==> src/rtl/text_line_numbering_escape_filter_macros.svh <==
// Assertion helpers shared by the filter modules.
`ifndef TEXT_LINE_NUMBERING_ESCAPE_FILTER_MACROS_SVH
`define TEXT_LINE_NUMBERING_ESCAPE_FILTER_MACROS_SVH

// Same-cycle implication, disabled during reset.
`define TLNEF_ASSERT_NOW(label, ante, cons, msg) \
  label: assert property (@(posedge clk) disable iff (!rst_n) (ante) |-> (cons)) \
    else $error(msg);

// Next-cycle implication, disabled during reset.
`define TLNEF_ASSERT_NEXT(label, ante, cons, msg) \
  label: assert property (@(posedge clk) disable iff (!rst_n) (ante) |=> (cons)) \
    else $error(msg);

`endif

==> src/rtl/tlnef_pkg.sv <==
package tlnef_pkg;

  // Line counter size in BCD digits
  localparam int COUNT_DIGITS = 8;
  localparam int MIN_NUM_WIDTH = 6;
  localparam int DIG_IDX_W = $clog2(COUNT_DIGITS);
  localparam int SIG_W = $clog2(COUNT_DIGITS + 1);

  // Configuration port
  localparam int CFG_IDX_W = 3;
  localparam int CFG_DATA_W = 1;

  typedef enum logic [CFG_IDX_W-1:0] {
    CFG_NUMBER_EVERY    = 3'd0,
    CFG_NUMBER_NONEMPTY = 3'd1,
    CFG_SQUEEZE_EMPTY   = 3'd2,
    CFG_MARK_ENDS       = 3'd3,
    CFG_MARK_TABS       = 3'd4,
    CFG_MARK_NONPRINT   = 3'd5
  } cfg_idx_t;

  typedef enum logic [1:0] {
    ST_IDLE,
    ST_NUM,
    ST_TAB,
    ST_REND
  } state_t;

  // Controller to datapath
  typedef struct packed {
    logic accept;
    logic emit_num;
    logic emit_tab;
    logic emit_rend;
  } cmd_t;

  // Datapath to controller
  typedef struct packed {
    logic drop;
    logic do_num;
    logic num_done;
    logic rend_done;
    logic out_free;
  } status_t;

endpackage

==> src/rtl/tlnef_ctrl.sv <==
module tlnef_ctrl (
  input  logic               clk,
  input  logic               rst_n,
  input  logic               in_valid,
  output logic               in_ready,
  input  tlnef_pkg::status_t status,
  output tlnef_pkg::cmd_t    cmd
);

  tlnef_pkg::state_t state_r, state_nxt;

  // Next state
  always_comb begin
    state_nxt = state_r;
    unique case (state_r)
      tlnef_pkg::ST_IDLE: begin
        if (in_valid) begin
          if (status.drop) state_nxt = tlnef_pkg::ST_IDLE;
          else if (status.do_num) state_nxt = tlnef_pkg::ST_NUM;
          else state_nxt = tlnef_pkg::ST_REND;
        end
      end
      tlnef_pkg::ST_NUM: begin
        if (status.out_free && status.num_done) state_nxt = tlnef_pkg::ST_TAB;
      end
      tlnef_pkg::ST_TAB: begin
        if (status.out_free) state_nxt = tlnef_pkg::ST_REND;
      end
      tlnef_pkg::ST_REND: begin
        if (status.out_free && status.rend_done) state_nxt = tlnef_pkg::ST_IDLE;
      end
      default: state_nxt = tlnef_pkg::ST_IDLE;
    endcase
  end

  // Commands
  always_comb begin
    cmd = '0;
    in_ready = 1'b0;
    unique case (state_r)
      tlnef_pkg::ST_IDLE: begin
        in_ready = 1'b1;
        cmd.accept = in_valid;
      end
      tlnef_pkg::ST_NUM:  cmd.emit_num = status.out_free;
      tlnef_pkg::ST_TAB:  cmd.emit_tab = status.out_free;
      tlnef_pkg::ST_REND: cmd.emit_rend = status.out_free;
      default: cmd = '0;
    endcase
  end

  always_ff @(posedge clk) begin
    if (!rst_n) begin
      state_r <= tlnef_pkg::ST_IDLE;
    end else begin
      state_r <= state_nxt;
    end
  end

`include "text_line_numbering_escape_filter_macros.svh"

  `TLNEF_ASSERT_NEXT(a_num_follows, cmd.accept && !status.drop && status.do_num,
                     state_r == tlnef_pkg::ST_NUM, "numbered line did not start with its number")
  `TLNEF_ASSERT_NEXT(a_drop_stays_idle, cmd.accept && status.drop,
                     state_r == tlnef_pkg::ST_IDLE, "squeezed newline produced output work")
  `TLNEF_ASSERT_NOW(a_one_emit, state_r == tlnef_pkg::ST_IDLE,
                    !cmd.emit_num && !cmd.emit_tab && !cmd.emit_rend, "emit while idle")

endmodule

==> src/rtl/tlnef_dp.sv <==
module tlnef_dp (
  input  logic                                 clk,
  input  logic                                 rst_n,
  input  logic                                 cfg_we,
  input  logic [tlnef_pkg::CFG_IDX_W-1:0]      cfg_index,
  input  logic [tlnef_pkg::CFG_DATA_W-1:0]     cfg_data,
  input  logic [7:0]                           in_byte,
  input  logic                                 out_ready,
  output logic                                 out_valid,
  output logic [7:0]                           out_byte,
  output logic                                 out_last_of_run,
  input  tlnef_pkg::cmd_t                      cmd,
  output tlnef_pkg::status_t                   status
);

  localparam int CD = tlnef_pkg::COUNT_DIGITS;
  localparam int SIGW_LOCAL = tlnef_pkg::SIG_W;

  // Configuration bits
  logic number_every_r, number_nonempty_r, squeeze_r;
  logic mark_ends_r, mark_tabs_r, mark_np_r;

  // Line state
  logic [CD-1:0][3:0] count_r, count_nxt;
  logic               seen_empty_r, at_start_r;

  // Number and rendering sequencing
  logic [tlnef_pkg::SIG_W-1:0]     sig_r, sig_nxt;
  logic [tlnef_pkg::DIG_IDX_W-1:0] pos_r, pos_nxt;
  logic [3:0][7:0]                 rend_r, rend_nxt;
  logic [1:0]                      rend_idx_r, rend_last_r, rend_last_nxt;

  // Output register
  logic       out_valid_r;
  logic [7:0] out_byte_r, out_byte_nxt;
  logic       out_last_r, out_last_nxt;
  logic       emit;

  logic is_nl, drop, do_num;

  // Line-start decisions for the byte on offer
  always_comb begin
    is_nl  = (in_byte == 8'h0A);
    drop   = at_start_r && squeeze_r && is_nl && seen_empty_r;
    do_num = at_start_r && !drop && (number_every_r || (number_nonempty_r && !is_nl));
  end

  // Saturating BCD increment and significant digit count of the result
  always_comb begin
    logic carry;
    logic [SIGW_LOCAL-1:0] width;
    carry = 1'b1;
    count_nxt = count_r;
    for (int i = 0; i < CD; i++) begin
      if (carry) begin
        if (count_r[i] >= 4'd9) begin
          count_nxt[i] = 4'd0;
        end else begin
          count_nxt[i] = count_r[i] + 4'd1;
          carry = 1'b0;
        end
      end
    end
    if (carry) count_nxt = count_r;
    sig_nxt = tlnef_pkg::SIG_W'(1);
    for (int i = 0; i < CD; i++) begin
      if (count_nxt[i] != 4'd0) sig_nxt = tlnef_pkg::SIG_W'(i + 1);
    end
    if (sig_nxt < tlnef_pkg::SIG_W'(tlnef_pkg::MIN_NUM_WIDTH))
      width = SIGW_LOCAL'(tlnef_pkg::MIN_NUM_WIDTH);
    else
      width = SIGW_LOCAL'(sig_nxt);
    pos_nxt = tlnef_pkg::DIG_IDX_W'(width - SIGW_LOCAL'(1));
  end

  // Render the byte into up to four output bytes
  always_comb begin
    logic [7:0] x;
    x = {1'b0, in_byte[6:0]};
    rend_nxt = {4{in_byte}};
    rend_last_nxt = 2'd0;
    priority if (mark_tabs_r && in_byte == 8'h09) begin
      rend_nxt[0] = "^";
      rend_nxt[1] = "I";
      rend_last_nxt = 2'd1;
    end else if (mark_np_r && in_byte < 8'd32 && in_byte != 8'h09 && !is_nl) begin
      rend_nxt[0] = "^";
      rend_nxt[1] = in_byte + 8'd64;
      rend_last_nxt = 2'd1;
    end else if (mark_np_r && in_byte == 8'h7F) begin
      rend_nxt[0] = "^";
      rend_nxt[1] = "?";
      rend_last_nxt = 2'd1;
    end else if (mark_np_r && in_byte[7]) begin
      rend_nxt[0] = "M";
      rend_nxt[1] = "-";
      priority if (x < 8'd32) begin
        rend_nxt[2] = "^";
        rend_nxt[3] = x + 8'd64;
        rend_last_nxt = 2'd3;
      end else if (x == 8'h7F) begin
        rend_nxt[2] = "^";
        rend_nxt[3] = "?";
        rend_last_nxt = 2'd3;
      end else begin
        rend_nxt[2] = x;
        rend_last_nxt = 2'd2;
      end
    end else if (is_nl) begin
      if (mark_ends_r) begin
        rend_nxt[0] = "$";
        rend_nxt[1] = 8'h0A;
        rend_last_nxt = 2'd1;
      end else begin
        rend_nxt[0] = 8'h0A;
      end
    end else begin
      rend_nxt[0] = in_byte;
    end
  end

  // Select the next output byte
  always_comb begin
    emit = cmd.emit_num || cmd.emit_tab || cmd.emit_rend;
    out_byte_nxt = out_byte_r;
    out_last_nxt = out_last_r;
    priority if (cmd.emit_num) begin
      if (SIGW_LOCAL'(pos_r) >= sig_r) out_byte_nxt = " ";
      else out_byte_nxt = 8'h30 | {4'h0, count_r[pos_r]};
      out_last_nxt = 1'b0;
    end else if (cmd.emit_tab) begin
      out_byte_nxt = 8'h09;
      out_last_nxt = 1'b0;
    end else if (cmd.emit_rend) begin
      out_byte_nxt = rend_r[rend_idx_r];
      out_last_nxt = (rend_idx_r == rend_last_r);
    end else begin
      // Hold the current byte
      out_byte_nxt = out_byte_r;
      out_last_nxt = out_last_r;
    end
  end

  always_comb begin
    status.drop      = drop;
    status.do_num    = do_num;
    status.num_done  = (pos_r == '0);
    status.rend_done = (rend_idx_r == rend_last_r);
    status.out_free  = !out_valid_r || out_ready;
  end

  // Control state: configuration, line state, output valid
  always_ff @(posedge clk) begin
    if (!rst_n) begin
      number_every_r    <= 1'b0;
      number_nonempty_r <= 1'b0;
      squeeze_r         <= 1'b0;
      mark_ends_r       <= 1'b0;
      mark_tabs_r       <= 1'b0;
      mark_np_r         <= 1'b0;
      count_r           <= '0;
      seen_empty_r      <= 1'b0;
      at_start_r        <= 1'b1;
      out_valid_r       <= 1'b0;
    end else begin
      if (cfg_we) begin
        case (cfg_index)
          tlnef_pkg::CFG_NUMBER_EVERY:    number_every_r    <= cfg_data[0];
          tlnef_pkg::CFG_NUMBER_NONEMPTY: number_nonempty_r <= cfg_data[0];
          tlnef_pkg::CFG_SQUEEZE_EMPTY:   squeeze_r         <= cfg_data[0];
          tlnef_pkg::CFG_MARK_ENDS:       mark_ends_r       <= cfg_data[0];
          tlnef_pkg::CFG_MARK_TABS:       mark_tabs_r       <= cfg_data[0];
          tlnef_pkg::CFG_MARK_NONPRINT:   mark_np_r         <= cfg_data[0];
          default: ;
        endcase
      end
      if (cmd.accept) begin
        if (at_start_r && squeeze_r) seen_empty_r <= is_nl;
        if (do_num) count_r <= count_nxt;
        at_start_r <= is_nl;
      end
      if (emit) out_valid_r <= 1'b1;
      else if (out_ready) out_valid_r <= 1'b0;
    end
  end

  // Payload: sequencing registers and output byte
  always_ff @(posedge clk) begin
    if (cmd.accept) begin
      rend_r      <= rend_nxt;
      rend_last_r <= rend_last_nxt;
      rend_idx_r  <= 2'd0;
      sig_r       <= sig_nxt;
      pos_r       <= pos_nxt;
    end else begin
      if (cmd.emit_num && pos_r != '0) pos_r <= pos_r - tlnef_pkg::DIG_IDX_W'(1);
      if (cmd.emit_rend) rend_idx_r <= rend_idx_r + 2'd1;
    end
    if (emit) begin
      out_byte_r <= out_byte_nxt;
      out_last_r <= out_last_nxt;
    end
  end

  assign out_valid       = out_valid_r;
  assign out_byte        = out_byte_r;
  assign out_last_of_run = out_last_r;

`include "text_line_numbering_escape_filter_macros.svh"

  `TLNEF_ASSERT_NOW(a_no_overwrite, emit, !out_valid_r || out_ready,
                    "output byte overwritten before transfer")
  `TLNEF_ASSERT_NEXT(a_tab_not_last, cmd.emit_tab, !out_last_r && out_valid_r,
                     "number tab flagged as last byte")
  `TLNEF_ASSERT_NEXT(a_drop_keeps_line_start, cmd.accept && drop, at_start_r && seen_empty_r,
                     "squeezed newline left line start")

endmodule

==> src/rtl/text_line_numbering_escape_filter.sv <==
// Cat-style text filter: one byte in, zero to COUNT_DIGITS+5 bytes out, at most one
// output byte per cycle. An input byte is accepted in the idle state, then its output
// bytes leave at one per cycle while the consumer keeps up: one or two for most bytes,
// up to four for M- forms, plus max(6, digits)+1 for a numbered line start. The next
// byte is taken once the previous byte's last output sits in the output register. A
// squeezed empty line gives no output and no last_of_run marker. The line counter is
// BCD and holds at all nines.
module text_line_numbering_escape_filter (
  input  logic                             clk,
  input  logic                             rst_n,
  input  logic                             cfg_we,
  input  logic [tlnef_pkg::CFG_IDX_W-1:0]  cfg_index,
  input  logic [tlnef_pkg::CFG_DATA_W-1:0] cfg_data,
  input  logic                             in_valid,
  output logic                             in_ready,
  input  logic [7:0]                       in_byte,
  output logic                             out_valid,
  input  logic                             out_ready,
  output logic [7:0]                       out_byte,
  output logic                             out_last_of_run
);

  tlnef_pkg::cmd_t    cmd;
  tlnef_pkg::status_t status;

  // Sequencer
  tlnef_ctrl u_ctrl (
    .clk      (clk),
    .rst_n    (rst_n),
    .in_valid (in_valid),
    .in_ready (in_ready),
    .status   (status),
    .cmd      (cmd)
  );

  // Counter, renderer and output register
  tlnef_dp u_dp (
    .clk            (clk),
    .rst_n          (rst_n),
    .cfg_we         (cfg_we),
    .cfg_index      (cfg_index),
    .cfg_data       (cfg_data),
    .in_byte        (in_byte),
    .out_ready      (out_ready),
    .out_valid      (out_valid),
    .out_byte       (out_byte),
    .out_last_of_run(out_last_of_run),
    .cmd            (cmd),
    .status         (status)
  );

endmodule
==> config.mk <==
export PLATFORM = sky130hd
export DESIGN_NAME = text_line_numbering_escape_filter
export DESIGN_NICKNAME = d
export VERILOG_FILES = /design/src/rtl/tlnef_pkg.sv /design/src/rtl/tlnef_ctrl.sv /design/src/rtl/tlnef_dp.sv /design/src/rtl/text_line_numbering_escape_filter.sv
export VERILOG_INCLUDE_DIRS = /design/src /design/src/rtl
export SDC_FILE = /design/constraint.sdc
export NUM_CORES = 1
export LEC_CHECK = 0
export BUFFER_PORTS_ARGS = -buffer_cell sky130_fd_sc_hd__buf_4
export CELL_PAD_IN_SITES_DETAIL_PLACEMENT = 1
export CELL_PAD_IN_SITES_GLOBAL_PLACEMENT = 2
export CORE_MARGIN = 2
export CORE_UTILIZATION = 35
export DETAILED_ROUTE_END_ITERATION = 8
export PLACE_DENSITY = 0.79
export SLEW_MARGIN = 20
export SYNTH_ARGS = -nofsm -noshare
export SYNTH_HDL_FRONTEND = slang
export SYNTH_SLANG_ARGS = --single-unit
export TNS_END_PERCENT = 5
==> constraint.sdc <==
create_clock -name clk -period 3.7 [get_ports clk]
set_input_delay 0.555 -clock clk [delete_from_list [all_inputs] [get_ports clk]]
set_output_delay 0.555 -clock clk [all_outputs]
set_load 0.05 [all_outputs]
Word-level counts from Yosys, hierarchy flattened
Cells that the tools add are included.
{"block": "totals", "reg_bits": 95, "wordCells": 208}
{"block": "op_classes", "n_lt_le_gt_ge": 14, "muxes": 83, "n_reduce_logical": 50, "n_addsub": 13, "eq_ne": 18, "bitwise_logic": 1}
{"cell": "$mux W16", "count": 8}
{"cell": "$mux W4", "count": 17}
{"cell": "$mux W8", "count": 8}
{"cell": "$add A4 B1 Y4 const B", "count": 8}
{"cell": "$ge A4 B4 Y1 const B", "count": 8}
{"cell": "$mux W32", "count": 1}
{"cell": "$reduce_bool A4 Y1", "count": 7}
{"cell": "$mux W1", "count": 25}
{"cell": "$mux W2", "count": 11}
{"cell": "$mux W3", "count": 7}
{"cell": "$reduce_and A2 Y1", "count": 9}
{"cell": "$bmux W8 S2", "count": 1}
{"cell": "$eq A8 B4 Y1 const B", "count": 2}
{"cell": "$logic_and A1 B1 Y1", "count": 15}
{"cell": "$bmux W4 S3", "count": 1}
{"cell": "$add A7 B7 Y8 const B", "count": 1}
{"cell": "$add A8 B7 Y8 const B", "count": 1}
{"cell": "$eq A8 B7 Y1 const B", "count": 1}
{"cell": "$lt A8 B6 Y1 const B", "count": 1}
{"cell": "$ne A8 B4 Y1 const B", "count": 1}
{"cell": "$pmux W2 S4", "count": 1}
{"cell": "$eq A7 B7 Y1 const B", "count": 1}
{"cell": "$lt A7 B6 Y1 const B", "count": 1}
{"cell": "$mux W7", "count": 1}
{"cell": "other kinds (28)", "count": 42}

Longest topological paths before layout
{"block": "depth", "ltp_word": 22, "mapped_depth": 12, "ltp_nobuf": 11}

Cells and area by module
Synthesis repeated with hierarchy kept, for this count alone.
{"block": "hier_totals", "hier_cells": 577, "area_unflattened_um2": 5725.5}
{"mod": "tlnef_dp", "seq_area_each_um2": 2362.3, "cells_each": 549, "instances": 1, "area_per_inst_um2": 5507.8}
{"mod": "tlnef_ctrl", "seq_area_each_um2": 40.0, "cells_each": 28, "instances": 1, "area_per_inst_um2": 217.7}

Worst setup path before layout
Ideal clock, no wire load.
{"block": "synth_path", "path_type": "register to register", "from": "reg u_ctrl.state_r[0]", "to": "reg u_dp.seen_empty_r", "t_arrival_ns": 2.591, "n_path_buf": 0, "synth_period_minus_slack_ns": 2.719, "slack_ns": 0.981, "path_stages_with_launch": 8, "cell_sequence": "dfxtp_1 > inv_1 > ha_1 > nand2_1 > inv_1 > nand3_1 > mux2i_1 > nor2_1"}
{"element": "start: declaration", "line_no": "tlnef_ctrl.sv:10", "rtl": "tlnef_pkg::state_t state_r, state_nxt;"}
{"element": "start signal: assignment", "line_no": "tlnef_ctrl.sv:54", "rtl": "state_r <= tlnef_pkg::ST_IDLE;"}
{"element": "start signal: assignment", "line_no": "tlnef_ctrl.sv:56", "rtl": "state_r <= state_nxt;"}
{"element": "end signal: assignment", "line_no": "tlnef_dp.sv:178", "rtl": "if (at_start_r && squeeze_r) seen_empty_r <= is_nl;"}
{"element": "end: declaration", "line_no": "tlnef_dp.sv:25", "rtl": "logic seen_empty_r, at_start_r;"}

Worst setup path in the final report
{"block": "layout_path", "from": "reg u_dp.count_r[4] (netlist name)", "to": "reg u_dp.pos_r[2] (netlist name), data pin"}
{"block": "layout_via", "elab_chain_len": 22, "word_cells_on_any_way": 37}
{"element": "start: declaration", "line_no": "tlnef_dp.sv:24", "rtl": "logic [CD-1:0][3:0] count_r, count_nxt;"}
{"element": "start signal: assignment", "line_no": "tlnef_dp.sv:179", "rtl": "if (do_num) count_r <= count_nxt;"}
{"element": "$ge A4 B4 Y1", "line_no": "tlnef_dp.sv:56", "rtl": "if (count_r[i] >= 4'd9) begin"}
{"element": "$mux W1", "line_no": "tlnef_dp.sv:56"}
{"element": "$mux W1 (7 in a row)", "line_no": "tlnef_dp.sv:55", "rtl": "if (carry) begin"}
{"element": "$mux W32 *", "line_no": "tlnef_dp.sv:64", "rtl": "if (carry) count_nxt = count_r;"}
{"element": "$reduce_bool A4 Y1", "line_no": "tlnef_dp.sv:67", "rtl": "if (count_nxt[i] != 4'd0) sig_nxt = tlnef_pkg::SIG_W'(i + 1);"}
{"element": "$mux W2 (2 in a row)", "line_no": "tlnef_dp.sv:67"}
{"element": "$mux W3 (4 in a row)", "line_no": "tlnef_dp.sv:67"}
{"element": "$mux W4 *", "line_no": "tlnef_dp.sv:67"}
{"element": "$lt A4 B3 Y1", "line_no": "tlnef_dp.sv:69", "rtl": "if (sig_nxt < tlnef_pkg::SIG_W'(tlnef_pkg::MIN_NUM_WIDTH))"}
{"element": "$mux W3 *", "line_no": "tlnef_dp.sv:69"}
{"element": "$sub A3 B1 Y3 *", "line_no": "tlnef_dp.sv:73", "rtl": "pos_nxt = tlnef_pkg::DIG_IDX_W'(width - SIGW_LOCAL'(1));"}
{"element": "$mux W3 *", "line_no": "tlnef_dp.sv:189", "rtl": "if (cmd.accept) begin"}
{"element": "end signal: assignment", "line_no": "tlnef_dp.sv:194", "rtl": "pos_r <= pos_nxt;"}
{"element": "end signal: assignment", "line_no": "tlnef_dp.sv:196", "rtl": "if (cmd.emit_num && pos_r != '0) pos_r <= pos_r - tlnef_pkg::DIG_IDX_W'(1);"}
{"element": "end: declaration", "line_no": "tlnef_dp.sv:29", "rtl": "logic [tlnef_pkg::DIG_IDX_W-1:0] pos_r, pos_nxt;"}
Mark *: on every way between the ends. The rest lies on a longest branch, timed or not.
A chain may end at the register's enable or synchronous reset.

==> summary.md <==
| Metric | Value |
|---|---|
| Status | finished, final reports clean |
| Largest net degree at the start of global routing | 39 |
| CP Capture Type | register |
| Die Ht | about 130 um |
| Most frequent cell after synthesis | nor2_1 |
| Number of global-route vias before repair | 4685 |
| Cell Area, Synth | ~5900 um^2 |
| Max Root-Sink Buffers | 2 |
| # hold bufs at CTS | 0 |
| # Post-CTS Setup Buffers | 0 |
| H-tree Lvls | 3 |
| Synth top area cells | edfxtp_1 (25%), dfxtp_1 (15%), ha_1 (7.2%) |
| Via count | ~4.6k |
| Yosys top cell by area | edfxtp_1 |
| Initial Util | 0.3564 |
| Worst-Skew Late Latency | approximately 0.35 ns |
| Row count | between 40 and 50 |
| Post-synth ARST share | 0 |
| Die width | 133.7 um |
| Leakage | roughly 2.5 nW |
| First-pass GRT wire length | about 25 mm |
| DR pass1 iterations | 4 |
| CTS tree | built |
| CP Class | register to register |
| # DRC | 0 |
| Routed vias/inst | approximately 5.6 |
| Worst-path clk slew | around 0.07 ns |
| Hold WC Path Type | input port to register |
| Fin crit share | 0.8690 |
| Diodes inserted | 0 |
| Post-synthesis cell type count | 86 |
| Synth top area share | 0.2549 |
| Final Hold Viols | 0 |
| WL met3 | 502 um |
| RSZ-0062 raised after global routing | false |
| Resize count post-CTS | 0 |
| Syn nets | about 640 |
| Num CTS Buffers | 9 |
| Post-synthesis sequential area ratio | 0.4079 |
| Crit path required time | around 3.8 ns |
| Synth top cells by count | nor2_1 (53), edfxtp_1 (50), dfxtp_1 (45), nand2_1 (44), inv_1 (39) |
| Area delta synth->final | 11.51% |
| CTS root buf | clkbuf_16 |
| GRT Total Usage | 0.1813 |
| Die area | ~18000 um^2 |
| Met2 Wirelength | between 7 and 8 mm |
| Final setup fails | 0 |
| Clock sink count | between 90 and 100 |
| Post-Route Skew | about 0.0057 ns |
| Max Fclk | 0.3110 GHz |
| Ys flop type | edfxtp_1 |
| Wirelength per Cell | 19.14 um |
| Critical Path Fanout Max | 9 |
| Syn Area/Cell | 10.05 um^2 |
| WL met1 | between 7 and 8 mm |
| Slew Viols, Final | 0 |
| Port buffer count | 27 |
| # IOs | 28 |
| CP Data Arrival Time | approximately 3.3 ns |
| Placer Congestion | ~0.82 |
| Seq cells post-synth | 95 |
| Share of layout cells above drive strength 1 | 0.1661 |
| Routed WL | around 16 mm |
| Yosys warns | 0 |
| PD cells | ~530 nW/um^2 |
| Max cap viols | 0 |
| Top Metal Used | met4 |
| VDD IR max | around 0.32 mV |
| Startpoint Class | register |
| Number of flops mapped to enable cells by yosys | 50 |
| Slew margin rel. | 0.5198 |
| Core ar. | 16520 um^2 |
| Final min period | between 3 and 4 ns |
| Sum Neg Setup Slack | 0 ns |
| Worst-Margin Slew | approximately 0.72 ns |
| Final-stage net count | ~650 |
| Gr ovfl total | 0 |
| Fin cells | roughly 830 |
| Initial antenna violation count | 0 |
| Initial DRC Count | between 200 and 300 |
| Placed cell count | around 800 |
| Final ANT Viol Nets | 0 |
| Synthesized instance count | 586 |
| HPWL after DPL | ~12 mm |
-- power breakdown --
group	total [W]	switching, W	internal [W]	leakage (nW)
logic	0.00104	0.000651	0.000389	1.50
registers	0.00154	0.000163	0.00138	0.837
clock network	0.000905	0.000441	0.000464	0.134
total	0.00348	0.00125	0.00223	2.47
-- worst paths after layout --
check,start,to,slack [ns],depth (start not counted)
max,u_dp.count_r[4]$_SDFFE_PN0P_,u_dp.pos_r[2]$_DFFE_PP_,0.48,11
min,in_byte[0],u_dp.rend_r[24]$_DFFE_PP_,0.44,1
max reg2reg,u_dp.count_r[4]$_SDFFE_PN0P_,u_dp.pos_r[2]$_DFFE_PP_,0.48,11
min reg2reg,u_dp.mark_tabs_r$_SDFFE_PN0P_,u_dp.mark_tabs_r$_SDFFE_PN0P_,0.51,2
-- cells by family (layout without fill, tap and decap cells) --
logic type	Yosys count	after routing	share of synthesized area
multiplexers	29	29	0.08349
adder cells (fa/ha/maj)	34	34	0.07223
XOR/XNOR	10	10	0.01487
flip-flops	95	95	0.4079
AO/OA/AOI/OAI	131	131	0.1576
buffers and inverters	69	91	0.04822
AND/OR/NAND/NOR	218	218	0.2156
-- state kept, by name, indices dropped and copies added (netlist names), 2 cells and up --
register	flops
u_ctrl.state_r	2
u_dp.count_r	32
u_dp.out_byte	8
u_dp.pos_r	3
u_dp.rend_idx_r	2
u_dp.rend_last_r	2
u_dp.rend_r	32
u_dp.sig_r	4
-- metrics by stage --
step	cell area (um^2)	worst slack [ns]	utilization	power [W]	hold WS (ns)
final	6568	0.4847	0.3974	0.003483	0.4370
after global routing	6568	0.2124	0.3974	0.003652	0.4281
after CTS	6568	0.5362	0.3974	0.003522	0.4277
after detailed placement	6290	0.5492	0.3806	0.002614	0.5030
after global placement	6290	0.6227	0.3806	0.002573	0.4808
after floorplan	5889	0.9812	-	0.002285	0.4602
-- metal layers --
| layer | vias to the layer above | GRT usage |
|---|---|---|
| li1 | 2210 | - |
| met1 | 2335 | 0.2409 |
| met2 | 72 | 0.3066 |
| met3 | 15 | 0.02968 |
| met4 | 0 | 0.04787 |
| met5 | - | 0 |
-- area by class of cell --
type / count / area (um^2)
clock buffer: 9 / 225.2
clock inverter: 7 / 52.55
fill: 1894 / 9957
inverter: 41 / 153.9
multi-input combinational: 422 / 3203
sequential: 95 / 2402
tap: 220 / 275.3
timing repair buffer: 34 / 255.2
-- worst max-delay path, stage by stage (launching register included) --
cell and delay (ns):
dfxtp_1 0.47, inv_1 0.10, ha_1 0.20, or3b_4 0.24, nand4_2 0.24, nor3_2 0.61
a22oi_1 0.24, nand3_2 0.17, nor3b_1 0.19, a21oi_1 0.08, ha_1 0.24, xor2_1 0.17
-- placed cells by master (no fill, tap or decap), types with 5 or more instances in the layout --
| cell type | instances |
|---|---|
| xor2_1 | 5 |
| clkbuf_16 | 9 |
| edfxtp_1 | 50 |
| inv_1 | 39 |
| nand2_1 | 44 |
| nor4_1 | 5 |
| buf_4 | 34 |
| o31ai_1 | 6 |
| xnor2_1 | 5 |
| o21a_1 | 7 |
| nand4_1 | 9 |
| and2_1 | 5 |
| nor2_1 | 53 |
| o21ai_0 | 24 |
| or3b_4 | 5 |
| a21o_1 | 6 |
| a31oi_1 | 9 |
| nand2b_1 | 13 |
| ha_1 | 34 |
| dfxtp_1 | 45 |
| a21oi_1 | 29 |
| nand3_1 | 33 |
| mux4_2 | 16 |
| mux2i_1 | 12 |
(Power assumes the default switching activity.)
